<file path="config.mk">
export PLATFORM = sky130hd
export DESIGN_NAME = svga_extended_register_file
export DESIGN_NICKNAME = d
export VERILOG_FILES = /design/src/hdl/svgax_pkg.sv /design/src/hdl/svgax_crtc_store.sv /design/src/hdl/svgax_exec.sv /design/src/hdl/svga_extended_register_file.sv
export SDC_FILE = /design/constraint.sdc
export NUM_CORES = 1
export LEC_CHECK = 0
export ABC_AREA = 1
export BUFFER_PORTS_ARGS = -buffer_cell sky130_fd_sc_hd__buf_2
export CAP_MARGIN = 5
export CORE_MARGIN = 1.5
export CORE_UTILIZATION = 34
export CTS_CLUSTER_SIZE = 28
export DETAILED_ROUTE_END_ITERATION = 10
export GPL_TIMING_DRIVEN = 1
export PLACE_DENSITY = 0.56
export SLEW_MARGIN = 20
export SYNTH_ARGS = -nofsm -noshare
export SYNTH_HDL_FRONTEND = slang
export SYNTH_SLANG_ARGS = --single-unit
</file>
<file path="constraint.sdc">
create_clock -name clk -period 6.95 [get_ports clk]
set_input_delay 1.39 -clock clk [delete_from_list [all_inputs] [get_ports clk]]
set_output_delay 1.39 -clock clk [all_outputs]
set_load 0.01 [all_outputs]
</file>
<file path="src/hdl/svgax_pkg.sv">
// shared types, constants and the crtc write-mask table of the svga extended register file
// no dependencies; used by svgax_crtc_store, svgax_exec and svga_extended_register_file
package svgax_pkg;

    // crtc register file depth (32 to 64) and its address width
    localparam int CRTC_REGS = 64;
    localparam int CRTC_AW   = $clog2(CRTC_REGS);

    // stream widths
    localparam int IN_TDATA_W  = 24;
    localparam int OUT_TDATA_W = 32;

    // i/o ports
    localparam logic [9:0] PORT_LOW    = 10'h3B0;
    localparam logic [9:0] PORT_HIGH   = 10'h3DF;
    localparam logic [9:0] PORT_MONO   = 10'h3B0;
    localparam logic [9:0] PORT_COLOR  = 10'h3D0;
    localparam logic [9:0] PORT_GROUP  = 10'h3F0;
    localparam logic [9:0] PORT_REMAP  = 10'h060;
    localparam logic [9:0] PORT_MISC_W = 10'h3C2;
    localparam logic [9:0] PORT_SEQ_I  = 10'h3C4;
    localparam logic [9:0] PORT_SEQ_D  = 10'h3C5;
    localparam logic [9:0] PORT_DAC_0  = 10'h3C6;
    localparam logic [9:0] PORT_DAC_1  = 10'h3C7;
    localparam logic [9:0] PORT_DAC_2  = 10'h3C8;
    localparam logic [9:0] PORT_DAC_3  = 10'h3C9;
    localparam logic [9:0] PORT_GDC_I  = 10'h3CE;
    localparam logic [9:0] PORT_GDC_D  = 10'h3CF;
    localparam logic [9:0] PORT_CRTC_I = 10'h3D4;
    localparam logic [9:0] PORT_CRTC_D = 10'h3D5;
    localparam logic [9:0] PORT_BANK_W = 10'h3D8;
    localparam logic [9:0] PORT_BANK_R = 10'h3D9;
    localparam logic [9:0] PORT_CLK_EX = 10'h3DB;

    // sequencer and graphics extension indices
    localparam logic [3:0] SEQ_VERSION = 4'hB;
    localparam logic [3:0] SEQ_PWR_UP  = 4'hC;
    localparam logic [3:0] SEQ_CTRL2   = 4'hD;
    localparam logic [3:0] SEQ_CTRL1   = 4'hE;
    localparam logic [3:0] GDC_EXT_E   = 4'hE;
    localparam logic [3:0] GDC_EXT_F   = 4'hF;

    // crtc indices with special handling
    localparam logic [5:0] CRTC_OVERFLOW  = 6'h07;
    localparam logic [5:0] CRTC_VRET_END  = 6'h11;
    localparam logic [5:0] CRTC_FULL_VRAM = 6'h1E;
    localparam logic [5:0] CRTC_FF_LOW    = 6'h19;
    localparam logic [5:0] CRTC_FF_HIGH   = 6'h1D;
    localparam logic [5:0] CRTC_NOTCH_LO  = 6'h0E;
    localparam logic [5:0] CRTC_NOTCH_HI  = 6'h10;

    localparam logic [7:0] CHIP_ID_8900 = 8'h33;
    localparam logic [7:0] CHIP_ID_9000 = 8'h23;
    localparam logic       CHIP_8900    = 1'b0;

    localparam logic       CMD_READ  = 1'b0;
    localparam logic       CMD_WRITE = 1'b1;

    typedef struct packed {
        logic       command;
        logic [9:0] port;
        logic [7:0] write_data;
    } item_t;

    // read_data in the lowest bits
    typedef struct packed {
        logic       full_vram_display;
        logic       timing_changed;
        logic [3:0] clock_select;
        logic [4:0] read_bank;
        logic [4:0] write_bank;
        logic       forward_to_ramdac;
        logic       forward_to_base;
        logic [7:0] read_data;
    } result_t;

    localparam int RESULT_W = $bits(result_t);

    // register state kept in flops; crtc_prot and crtc_full mirror crtc bits that
    // the logic needs every cycle
    typedef struct packed {
        logic [3:0] seq_index;
        logic [3:0] gdc_index;
        logic [7:0] misc_output;
        logic [5:0] crtc_index;
        logic       old_mode;
        logic [7:0] old_ctrl_one;
        logic [7:0] old_ctrl_two;
        logic [7:0] new_ctrl_two;
        logic [7:0] seq_power_up;
        logic [7:0] seq_mode_ext;
        logic [7:0] gdc_ext_e;
        logic [7:0] gdc_ext_f;
        logic [7:0] bank_write;
        logic [7:0] bank_read;
        logic       crtc_prot;
        logic       crtc_full;
    } ext_state_t;

    typedef struct packed {
        logic               we;
        logic [CRTC_AW-1:0] addr;
        logic [7:0]         data;
    } crtc_wr_t;

    // writable bits of each crtc register
    function automatic logic [7:0] crtc_wmask(input logic [5:0] idx);
        logic [7:0] m;
        case (idx) inside
            [6'h00:6'h07], 6'h09, [6'h0C:6'h13], 6'h15, 6'h16, 6'h18, 6'h1E, 6'h1F:
                m = 8'hFF;
            6'h08, 6'h0B, 6'h14, 6'h20: m = 8'h7F;
            6'h0A:                      m = 8'h3F;
            6'h17:                      m = 8'hEF;
            6'h23:                      m = 8'h2F;
            6'h27:                      m = 8'h03;
            6'h29:                      m = 8'h13;
            default:                    m = 8'h00;
        endcase
        return m;
    endfunction

endpackage

</file>
<file path="src/hdl/svgax_crtc_store.sv">
// crtc register memory: one write and one registered read port, write-first on collision
// uses svgax_pkg; entries read as zero until written (per-entry valid bits)
module svgax_crtc_store (
    input  logic                         clk,
    input  logic                         rst_n,
    input  svgax_pkg::crtc_wr_t          wr,
    input  logic                         rd_en,
    input  logic [svgax_pkg::CRTC_AW-1:0] rd_addr,
    output logic [7:0]                   rd_data
);

    logic [7:0]                     mem [svgax_pkg::CRTC_REGS];
    logic [svgax_pkg::CRTC_REGS-1:0] valid_reg;
    logic [7:0]                     rdata_reg;
    logic                           rvalid_reg;
    logic                           collide;

    assign collide = wr.we && (wr.addr == rd_addr);

    always_ff @(posedge clk)
    begin
        if (wr.we)
        begin
            mem[wr.addr] <= wr.data;
        end
        if (rd_en)
        begin
            rdata_reg <= collide ? wr.data : mem[rd_addr];
        end
    end

    always_ff @(posedge clk or negedge rst_n)
    begin
        if (!rst_n)
        begin
            valid_reg  <= '0;
            rvalid_reg <= 1'b0;
        end
        else
        begin
            if (wr.we)
            begin
                valid_reg[wr.addr] <= 1'b1;
            end
            if (rd_en)
            begin
                rvalid_reg <= collide || valid_reg[rd_addr];
            end
        end
    end

    assign rd_data = rvalid_reg ? rdata_reg : 8'h00;

endmodule

</file>
<file path="src/hdl/svgax_exec.sv">
// execution of one port access: remap, decode, register update and result
// uses svgax_pkg; purely combinational, state is held by the top level
module svgax_exec (
    input  logic                  chip_model,
    input  svgax_pkg::ext_state_t st,
    input  svgax_pkg::item_t      item,
    input  logic [7:0]            crtc_rdata,
    output svgax_pkg::ext_state_t st_next,
    output svgax_pkg::crtc_wr_t   crtc_wr,
    output svgax_pkg::result_t    result
);

    logic [9:0] addr;
    logic       in_range;
    logic       crtc_in_range;
    logic       fwd;
    logic       ramdac;
    logic       tch;
    logic [7:0] rd;
    logic [7:0] v;
    logic [7:0] nv;
    logic [5:0] idx;
    logic [4:0] wb;

    assign in_range = (item.port >= svgax_pkg::PORT_LOW) && (item.port <= svgax_pkg::PORT_HIGH);
    assign idx      = st.crtc_index;
    assign v        = item.write_data;
    assign crtc_in_range = (7'(idx) < 7'(svgax_pkg::CRTC_REGS));

    // mono/color remap
    always_comb
    begin
        addr = item.port;
        if ((((item.port & svgax_pkg::PORT_GROUP) == svgax_pkg::PORT_COLOR)
            || ((item.port & svgax_pkg::PORT_GROUP) == svgax_pkg::PORT_MONO))
            && !st.misc_output[0])
        begin
            addr = item.port ^ svgax_pkg::PORT_REMAP;
        end
    end

    always_comb
    begin
        st_next = st;
        crtc_wr = '{we: 1'b0, addr: idx[svgax_pkg::CRTC_AW-1:0], data: 8'h00};
        fwd     = 1'b0;
        ramdac  = 1'b0;
        tch     = 1'b0;
        rd      = 8'h00;
        nv      = v;

        if (in_range && item.command == svgax_pkg::CMD_WRITE)
        begin
            fwd = 1'b1;
            unique case (addr)
                svgax_pkg::PORT_MISC_W:
                begin
                    st_next.misc_output = v;
                    tch = 1'b1;
                end
                svgax_pkg::PORT_SEQ_I: st_next.seq_index = v[3:0];
                svgax_pkg::PORT_GDC_I: st_next.gdc_index = v[3:0];
                svgax_pkg::PORT_SEQ_D:
                begin
                    unique case (st.seq_index)
                        svgax_pkg::SEQ_VERSION: st_next.old_mode = 1'b1;
                        svgax_pkg::SEQ_PWR_UP:
                        begin
                            if (st.seq_mode_ext[7])
                            begin
                                st_next.seq_power_up = v;
                            end
                        end
                        svgax_pkg::SEQ_CTRL2:
                        begin
                            if (st.old_mode)
                            begin
                                st_next.old_ctrl_two = v;
                            end
                            else
                            begin
                                st_next.new_ctrl_two = v;
                                tch = 1'b1;
                            end
                        end
                        svgax_pkg::SEQ_CTRL1:
                        begin
                            fwd = 1'b0;
                            if (st.old_mode)
                            begin
                                st_next.old_ctrl_one = v;
                                tch = 1'b1;
                            end
                            else
                            begin
                                st_next.seq_mode_ext = v ^ 8'h02;
                                st_next.bank_write   = {4'h0, v[3:2], ~v[1], v[0]};
                            end
                        end
                        default: ;
                    endcase
                end
                svgax_pkg::PORT_DAC_0, svgax_pkg::PORT_DAC_1,
                svgax_pkg::PORT_DAC_2, svgax_pkg::PORT_DAC_3:
                begin
                    if (chip_model == svgax_pkg::CHIP_8900)
                    begin
                        ramdac = 1'b1;
                        fwd    = 1'b0;
                    end
                end
                svgax_pkg::PORT_GDC_D:
                begin
                    if (st.gdc_index == svgax_pkg::GDC_EXT_E)
                    begin
                        st_next.gdc_ext_e = v ^ 8'h02;
                        st_next.bank_read = {4'h0, v[3:2], ~v[1], v[0]};
                    end
                    else if (st.gdc_index == svgax_pkg::GDC_EXT_F)
                    begin
                        st_next.gdc_ext_f = v;
                    end
                end
                svgax_pkg::PORT_CRTC_I:
                begin
                    st_next.crtc_index = v[5:0];
                    fwd = 1'b0;
                end
                svgax_pkg::PORT_CRTC_D:
                begin
                    fwd = 1'b0;
                    if (crtc_in_range && !(idx < svgax_pkg::CRTC_OVERFLOW && st.crtc_prot))
                    begin
                        // protected overflow register keeps all but the line-compare bit
                        if (idx == svgax_pkg::CRTC_OVERFLOW && st.crtc_prot)
                        begin
                            nv = (crtc_rdata & 8'hEF) | (v & 8'h10);
                        end
                        nv = nv & svgax_pkg::crtc_wmask(idx);
                        crtc_wr.we   = 1'b1;
                        crtc_wr.data = nv;
                        if (idx == svgax_pkg::CRTC_VRET_END)
                        begin
                            st_next.crtc_prot = nv[7];
                        end
                        if (idx == svgax_pkg::CRTC_FULL_VRAM)
                        begin
                            st_next.crtc_full = nv[7];
                        end
                        if (nv != crtc_rdata
                            && (idx < svgax_pkg::CRTC_NOTCH_LO || idx > svgax_pkg::CRTC_NOTCH_HI))
                        begin
                            tch = 1'b1;
                        end
                    end
                end
                svgax_pkg::PORT_BANK_W:
                begin
                    fwd = 1'b0;
                    if (st.gdc_ext_f[2])
                    begin
                        st_next.bank_write = v;
                    end
                end
                svgax_pkg::PORT_BANK_R:
                begin
                    fwd = 1'b0;
                    if (st.gdc_ext_f[2])
                    begin
                        st_next.bank_read = v;
                    end
                end
                svgax_pkg::PORT_CLK_EX:
                begin
                    if (chip_model == svgax_pkg::CHIP_8900)
                    begin
                        st_next.misc_output[3:2] = v[1:0];
                        st_next.new_ctrl_two[0]  = v[2];
                        st_next.old_ctrl_one[4]  = v[3];
                        tch = 1'b1;
                    end
                end
                default: ;
            endcase
        end
        else if (in_range)
        begin
            fwd = 1'b0;
            unique case (addr)
                svgax_pkg::PORT_SEQ_D:
                begin
                    unique case (st.seq_index)
                        svgax_pkg::SEQ_VERSION:
                        begin
                            st_next.old_mode = 1'b0;
                            rd = chip_model ? svgax_pkg::CHIP_ID_9000 : svgax_pkg::CHIP_ID_8900;
                        end
                        svgax_pkg::SEQ_PWR_UP: rd = st.seq_power_up;
                        svgax_pkg::SEQ_CTRL2:  rd = st.old_mode ? st.old_ctrl_two : st.new_ctrl_two;
                        svgax_pkg::SEQ_CTRL1:  rd = st.old_mode ? st.old_ctrl_one : st.seq_mode_ext;
                        default:               fwd = 1'b1;
                    endcase
                end
                svgax_pkg::PORT_DAC_0, svgax_pkg::PORT_DAC_1,
                svgax_pkg::PORT_DAC_2, svgax_pkg::PORT_DAC_3:
                begin
                    if (chip_model == svgax_pkg::CHIP_8900)
                    begin
                        ramdac = 1'b1;
                    end
                    else
                    begin
                        fwd = 1'b1;
                    end
                end
                svgax_pkg::PORT_GDC_D:
                begin
                    if (st.gdc_index == svgax_pkg::GDC_EXT_E)
                    begin
                        rd = st.gdc_ext_e;
                    end
                    else if (st.gdc_index == svgax_pkg::GDC_EXT_F)
                    begin
                        rd = st.gdc_ext_f;
                    end
                    else
                    begin
                        fwd = 1'b1;
                    end
                end
                svgax_pkg::PORT_CRTC_I: rd = {2'b00, st.crtc_index};
                svgax_pkg::PORT_CRTC_D:
                begin
                    if (idx >= svgax_pkg::CRTC_FF_LOW && idx <= svgax_pkg::CRTC_FF_HIGH)
                    begin
                        rd = 8'hFF;
                    end
                    else if (crtc_in_range)
                    begin
                        rd = crtc_rdata;
                    end
                end
                svgax_pkg::PORT_BANK_W: rd = st.bank_write;
                svgax_pkg::PORT_BANK_R: rd = st.bank_read;
                default:                fwd = 1'b1;
            endcase
        end
    end

    assign wb = st_next.bank_write[4:0];

    always_comb
    begin
        result.read_data         = rd;
        result.forward_to_base   = fwd;
        result.forward_to_ramdac = ramdac;
        result.write_bank        = wb;
        result.read_bank         = st_next.gdc_ext_f[0] ? st_next.bank_read[4:0] : wb;
        result.clock_select      = {chip_model ? st_next.new_ctrl_two[6] : st_next.old_ctrl_one[4],
                                    st_next.new_ctrl_two[0], st_next.misc_output[3:2]};
        result.timing_changed    = tch;
        result.full_vram_display = st_next.crtc_full;
    end

endmodule

</file>
<file path="src/hdl/svga_extended_register_file.sv">
// top level of the svga extended register file: stream ports, state registers, output register
// uses svgax_pkg, svgax_crtc_store and svgax_exec
// an accepted access is registered while its crtc entry is read, then executes into out_reg
// throughput: one access per cycle unless output stalls; crtc index of the executing access
//   feeds the read address of the write-first memory, so back-to-back crtc accesses agree
// reset (rst_n low, asynchronous): state and control registers zero, chip_model 8900D,
//   crtc entries read as zero until written; no clearing pass
module svga_extended_register_file (
    input  logic        clk,
    input  logic        rst_n,
    // chip_model write channel
    input  logic        cfg_valid,
    output logic        cfg_ready,
    input  logic        cfg_data,       // [0] chip_model
    // access stream
    input  logic        s_axis_tvalid,
    output logic        s_axis_tready,
    input  logic [23:0] s_axis_tdata,   // [9:0] port, [17:10] write_data, rest zero
    input  logic        s_axis_tuser,   // [0] command
    // result stream
    output logic        m_axis_tvalid,
    input  logic        m_axis_tready,
    output logic [31:0] m_axis_tdata    // [7:0] read_data, [8] forward_to_base,
                                        // [9] forward_to_ramdac, [14:10] write_bank,
                                        // [19:15] read_bank, [23:20] clock_select,
                                        // [24] timing_changed, [25] full_vram_display
);

    svgax_pkg::ext_state_t st_reg;
    svgax_pkg::ext_state_t st_next;
    svgax_pkg::item_t      item_reg;
    svgax_pkg::result_t    out_reg;
    svgax_pkg::result_t    result;
    svgax_pkg::crtc_wr_t   exec_wr;
    svgax_pkg::crtc_wr_t   crtc_wr;
    logic                  chip_model_reg;
    logic                  item_valid_reg;
    logic                  out_valid_reg;
    logic                  advance;
    logic                  accept;
    logic [5:0]            rd_index;
    logic [7:0]            crtc_rdata;

    // stage one holds the accepted access while its crtc entry is read;
    // it executes when the output register is free or being drained
    assign advance       = item_valid_reg && (!out_valid_reg || m_axis_tready);
    assign s_axis_tready = !item_valid_reg || advance;
    assign accept        = s_axis_tvalid && s_axis_tready;
    assign cfg_ready     = 1'b1;

    // read the entry the next access will see: index after the executing access
    assign rd_index = advance ? st_next.crtc_index : st_reg.crtc_index;

    always_comb
    begin
        crtc_wr    = exec_wr;
        crtc_wr.we = exec_wr.we && advance;
    end

    svgax_crtc_store u_crtc (
        .clk     (clk),
        .rst_n   (rst_n),
        .wr      (crtc_wr),
        .rd_en   (accept),
        .rd_addr (rd_index[svgax_pkg::CRTC_AW-1:0]),
        .rd_data (crtc_rdata)
    );

    svgax_exec u_exec (
        .chip_model (chip_model_reg),
        .st         (st_reg),
        .item       (item_reg),
        .crtc_rdata (crtc_rdata),
        .st_next    (st_next),
        .crtc_wr    (exec_wr),
        .result     (result)
    );

    // control and register state
    always_ff @(posedge clk or negedge rst_n)
    begin
        if (!rst_n)
        begin
            st_reg         <= '0;
            chip_model_reg <= 1'b0;
            item_valid_reg <= 1'b0;
            out_valid_reg  <= 1'b0;
        end
        else
        begin
            if (cfg_valid && cfg_ready)
            begin
                chip_model_reg <= cfg_data;
            end
            if (advance)
            begin
                st_reg <= st_next;
            end
            if (accept)
            begin
                item_valid_reg <= 1'b1;
            end
            else if (advance)
            begin
                item_valid_reg <= 1'b0;
            end
            if (advance)
            begin
                out_valid_reg <= 1'b1;
            end
            else if (m_axis_tready)
            begin
                out_valid_reg <= 1'b0;
            end
        end
    end

    // payload registers
    always_ff @(posedge clk)
    begin
        if (accept)
        begin
            item_reg.command    <= s_axis_tuser;
            item_reg.port       <= s_axis_tdata[9:0];
            item_reg.write_data <= s_axis_tdata[17:10];
        end
        if (advance)
        begin
            out_reg <= result;
        end
    end

    assign m_axis_tvalid = out_valid_reg;
    assign m_axis_tdata  = {(svgax_pkg::OUT_TDATA_W - svgax_pkg::RESULT_W)'(0), out_reg};

    // an accepted access always occupies stage one on the next cycle
    a_accept_holds: assert property (@(posedge clk) disable iff (!rst_n)
        accept |=> item_valid_reg)
        else $error("accepted access not held in stage one");

    // an executed access always lands in the output register
    a_exec_to_out: assert property (@(posedge clk) disable iff (!rst_n)
        advance |=> out_valid_reg)
        else $error("executed access lost before output register");

    // an access goes either to the base vga or to the ramdac, never both
    a_fwd_exclusive: assert property (@(posedge clk) disable iff (!rst_n)
        out_valid_reg |-> !(out_reg.forward_to_base && out_reg.forward_to_ramdac))
        else $error("access forwarded to base vga and ramdac at once");

    // the crtc memory is only written by an executing access
    a_write_on_exec: assert property (@(posedge clk) disable iff (!rst_n)
        crtc_wr.we |-> item_valid_reg)
        else $error("crtc write without an executing access");

endmodule
</file>
==> flow_metrics.tcl <==
set metrics [dict create \
    place_area_um2 34000 \
    synth_top_family_by_area "simple AND/OR/NAND/NOR gates" \
    required_ns 7.33 \
    yosysSeqAreaShare_pct 64.6 \
    grt_max_degree 151 \
    rrSetupSlack_ns 1.96 \
    r2r-end "u_crtc.rdata_reg[0]$_DFFE_PP_" \
    status "finished clean" \
    hold_path_class "reg -> reg" \
    final_cell_mix "851 x nand2_1, 565 x edfxtp_1, 445 x nand3_1" \
    skew_ns 0.0318 \
    start_util_pct 34.3 \
    synth_flop_cell "edfxtp_1" \
    num_rows 113 \
    port_buffers 52 \
    cp_top_family "simple AND/OR/NAND/NOR gates" \
    min_from "u_crtc.valid_reg[17]$_DFFE_PN0P_" \
    vias 23100 \
    drt_wl_total_um 90300 \
    whs_path_depth 2 \
    viasPerCell 5.04 \
    min_to "u_crtc.valid_reg[17]$_DFFE_PN0P_" \
    die_w_um 312 \
    max-cap-violations 0 \
    dp_slack_ns 1.56 \
    synth-seq-cells 725 \
    fin_ws_ns 1.96 \
    crit_fanout 84 \
    setup_tns_ns 0 \
    hold_viol_final 0 \
    end_kind "register" \
    postCtsSetupBuffers 0 \
    syn-instance-count 3235 \
    vdd_ir_drop_max_v 0.000156 \
    cpMostUsedCell "nand2_1" \
    drc 0 \
    synth_edf_count 565 \
    synth.avg_cell_area_um2 10.0 \
    slew_headroom_pct 23.8 \
    post_drt_wl_per_cell_um 19.7 \
    slowest_stage "clkinv_2" \
    layout_commonest_cell "nand2_1" \
    cts.root.buffer_cell "clkbuf_16" \
    holdWs_ns 0.455 \
    synth_warnings 0 \
    ctsResizeCount 0 \
    clock_latency_ns 0.65 \
    synthDistinctLibCells 47 \
    finalMaxSlewViolations 0 \
    core-area_um2 94700 \
    die_h_um 312 \
    path_class "reg -> reg" \
    io_pins 66 \
    clkTransAtPathRegs_ns 0.06 \
    path_cells "nand2_2 > nor2_1 > nand2_1 > nand2_2 > nand2_4 > clkinv_4 > nand2_4 > nor2_8 > nand3_4 > nand2_4 > nand2_8 > clkinv_2 > buf_12 > nand2_1 > nand2_1 > nand2_1 > nand3_1 > nand3_1 > nand3_1 > nand3_1 > nand2_1 > nand2_1 > nand2_1" \
    finalWorstPathRequiredPeriod_ns 4.99 \
    place_inst 4423 \
    area_growth_syn_to_layout_pct 12.8 \
    dieArea_um2 97300 \
    cts_num_sinks 725 \
    ant_nets 0 \
    antenna_found_initial 1 \
    largest_reg_flops 512 \
    p_per_area_nw_per_um2 254 \
    cts_buffer_depth 3 \
    fmax_mhz 201 \
    grt_pass1_vias 21900 \
    antenna-diode-count 0 \
    fin_crit_sh_pct 71.7 \
    synthAdderAreaFrac_pct 0 \
    hpwl_um 54000 \
    fin_nets 3273 \
    first_iter_violations 1855 \
    cts_tree "built" \
    synth_compound_area_share_pct 6.77 \
    cts_inserted_buffers 81 \
    critical_path_buf_inv_count 3 \
    yosys.area_share.simple_pct 21.7 \
    fin_cells 4574 \
    synthesis.area_um2 32500 \
    grt-ovfl-total 0 \
    setup_violations 0 \
    gp_congestion 0.913 \
    postCtsHoldBufs 0 \
    crit_path_start_kind "register" \
    crit_arrival_ns 5.36 \
    fin_area_um2 36600 \
    p_leak_nw 14.6 \
    first_pass_iters 6 \
    async_reset_ff_share_pct 22.1 \
    critPathMaxStageDelay_ns 0.63 \
    rsz0062_at_grt "false" \
    htree_levels 3 \
    rr_worst_depth 23 \
    grtUsageTotal_pct 18.4 \
    drive_above_1_share_pct 7.34 \
    timing.rr.start "item_reg[16]$_DFFE_PP_" \
    fillers 9378 \
    worstMarginPinSlew_ns 1.14 \
    muxShareOfSynthArea_pct 0.0617 \
    grt_pass1_wl_um 137000 \
    synthXorXnorAreaFrac_pct 0.189 \
]
[where the power goes]
part,leakage [nW],internal [mW],switching (mW)
Sequential,8.31,4.72,0.0599
Clock,1.26,2.49,1.75
Combinational,4.98,0.0815,0.200
Total,14.6,7.29,2.01
[logic make-up (layout without fill, tap and decap cells)]
family,Yosys count,after routing
compound gates,366,366
xor+xnor,7,7
buf+inv,536,605
flops,725,725
mux,2,2
other cells,2,7
simple gates,1597,1597
[per-layer routing]
metal	vias to the layer above	wire length [µm]	GRT usage (%)
li1	11000	-	-
met1	11100	39800	25.5
met2	770	41600	29.1
met3	159	5880	2.66
met4	0	3010	7.33
met5	-	0	0
[worst max-delay path by stage]
stage	from	endpoint	slack (ns)	cells past startpoint
6_report	item_reg[16]$_DFFE_PP_	u_crtc.rdata_reg[0]$_DFFE_PP_	1.96	23
5_1_grt	item_reg[16]$_DFFE_PP_	u_crtc.rdata_reg[2]$_DFFE_PP_	1.57	23
4_1_cts	item_reg[16]$_DFFE_PP_	u_crtc.rdata_reg[2]$_DFFE_PP_	1.91	23
3_5_place_dp	m_axis_tready	u_crtc.rdata_reg[2]$_DFFE_PP_	1.56	22
3_3_place_gp	m_axis_tready	u_crtc.rdata_reg[2]$_DFFE_PP_	1.57	22
2_1_floorplan	item_reg[17]$_DFFE_PP_	u_crtc.mem[0][0]$_DFFE_PP_	3.21	14
[cells in the mapped netlist (38+ instances only)]
library cell / instances / area (µm²)
buf_2: 66 / 330
nand3_1: 445 / 2230
dfrtp_1: 160 / 4000
nor2_1: 162 / 608
nand3b_1: 81 / 608
o211ai_1: 90 / 676
clkbuf_1: 79 / 297
inv_1: 354 / 1330
nand2_1: 851 / 3190
o21ai_0: 178 / 891
a21oi_1: 38 / 190
edfxtp_1: 565 / 17000
[worst register-to-register path: cells and delay by family, from the launching register on]
family / cells / cell delay [ns]
simple gates: 20 / 3.03
buf+inv: 3 / 1.35
flops: 1 / 0.38
[metrics by stage]
step / util, % / power [mW]
final: 38.6 / 9.31
after global routing: 38.6 / 9.61
after CTS: 38.6 / 9.40
after detailed placement: 35.9 / 5.15
after global placement: 35.9 / 5.15
after floorplan: - / 5.01
[layout make-up]
type                       instances  area, µm²  share of cell area (%)
sequential                       725      21000                    57.3
multi-input combinational       1979       9440                    25.8
clock buffer                     108       2160                    5.90
tap                             1265       1580                    4.32
inverter                         368       1390                    3.80
timing repair buffer              87        612                    1.67
clock inverter                    42        452                    1.23
No activity file was read; power rests on OpenSTA's default activity.
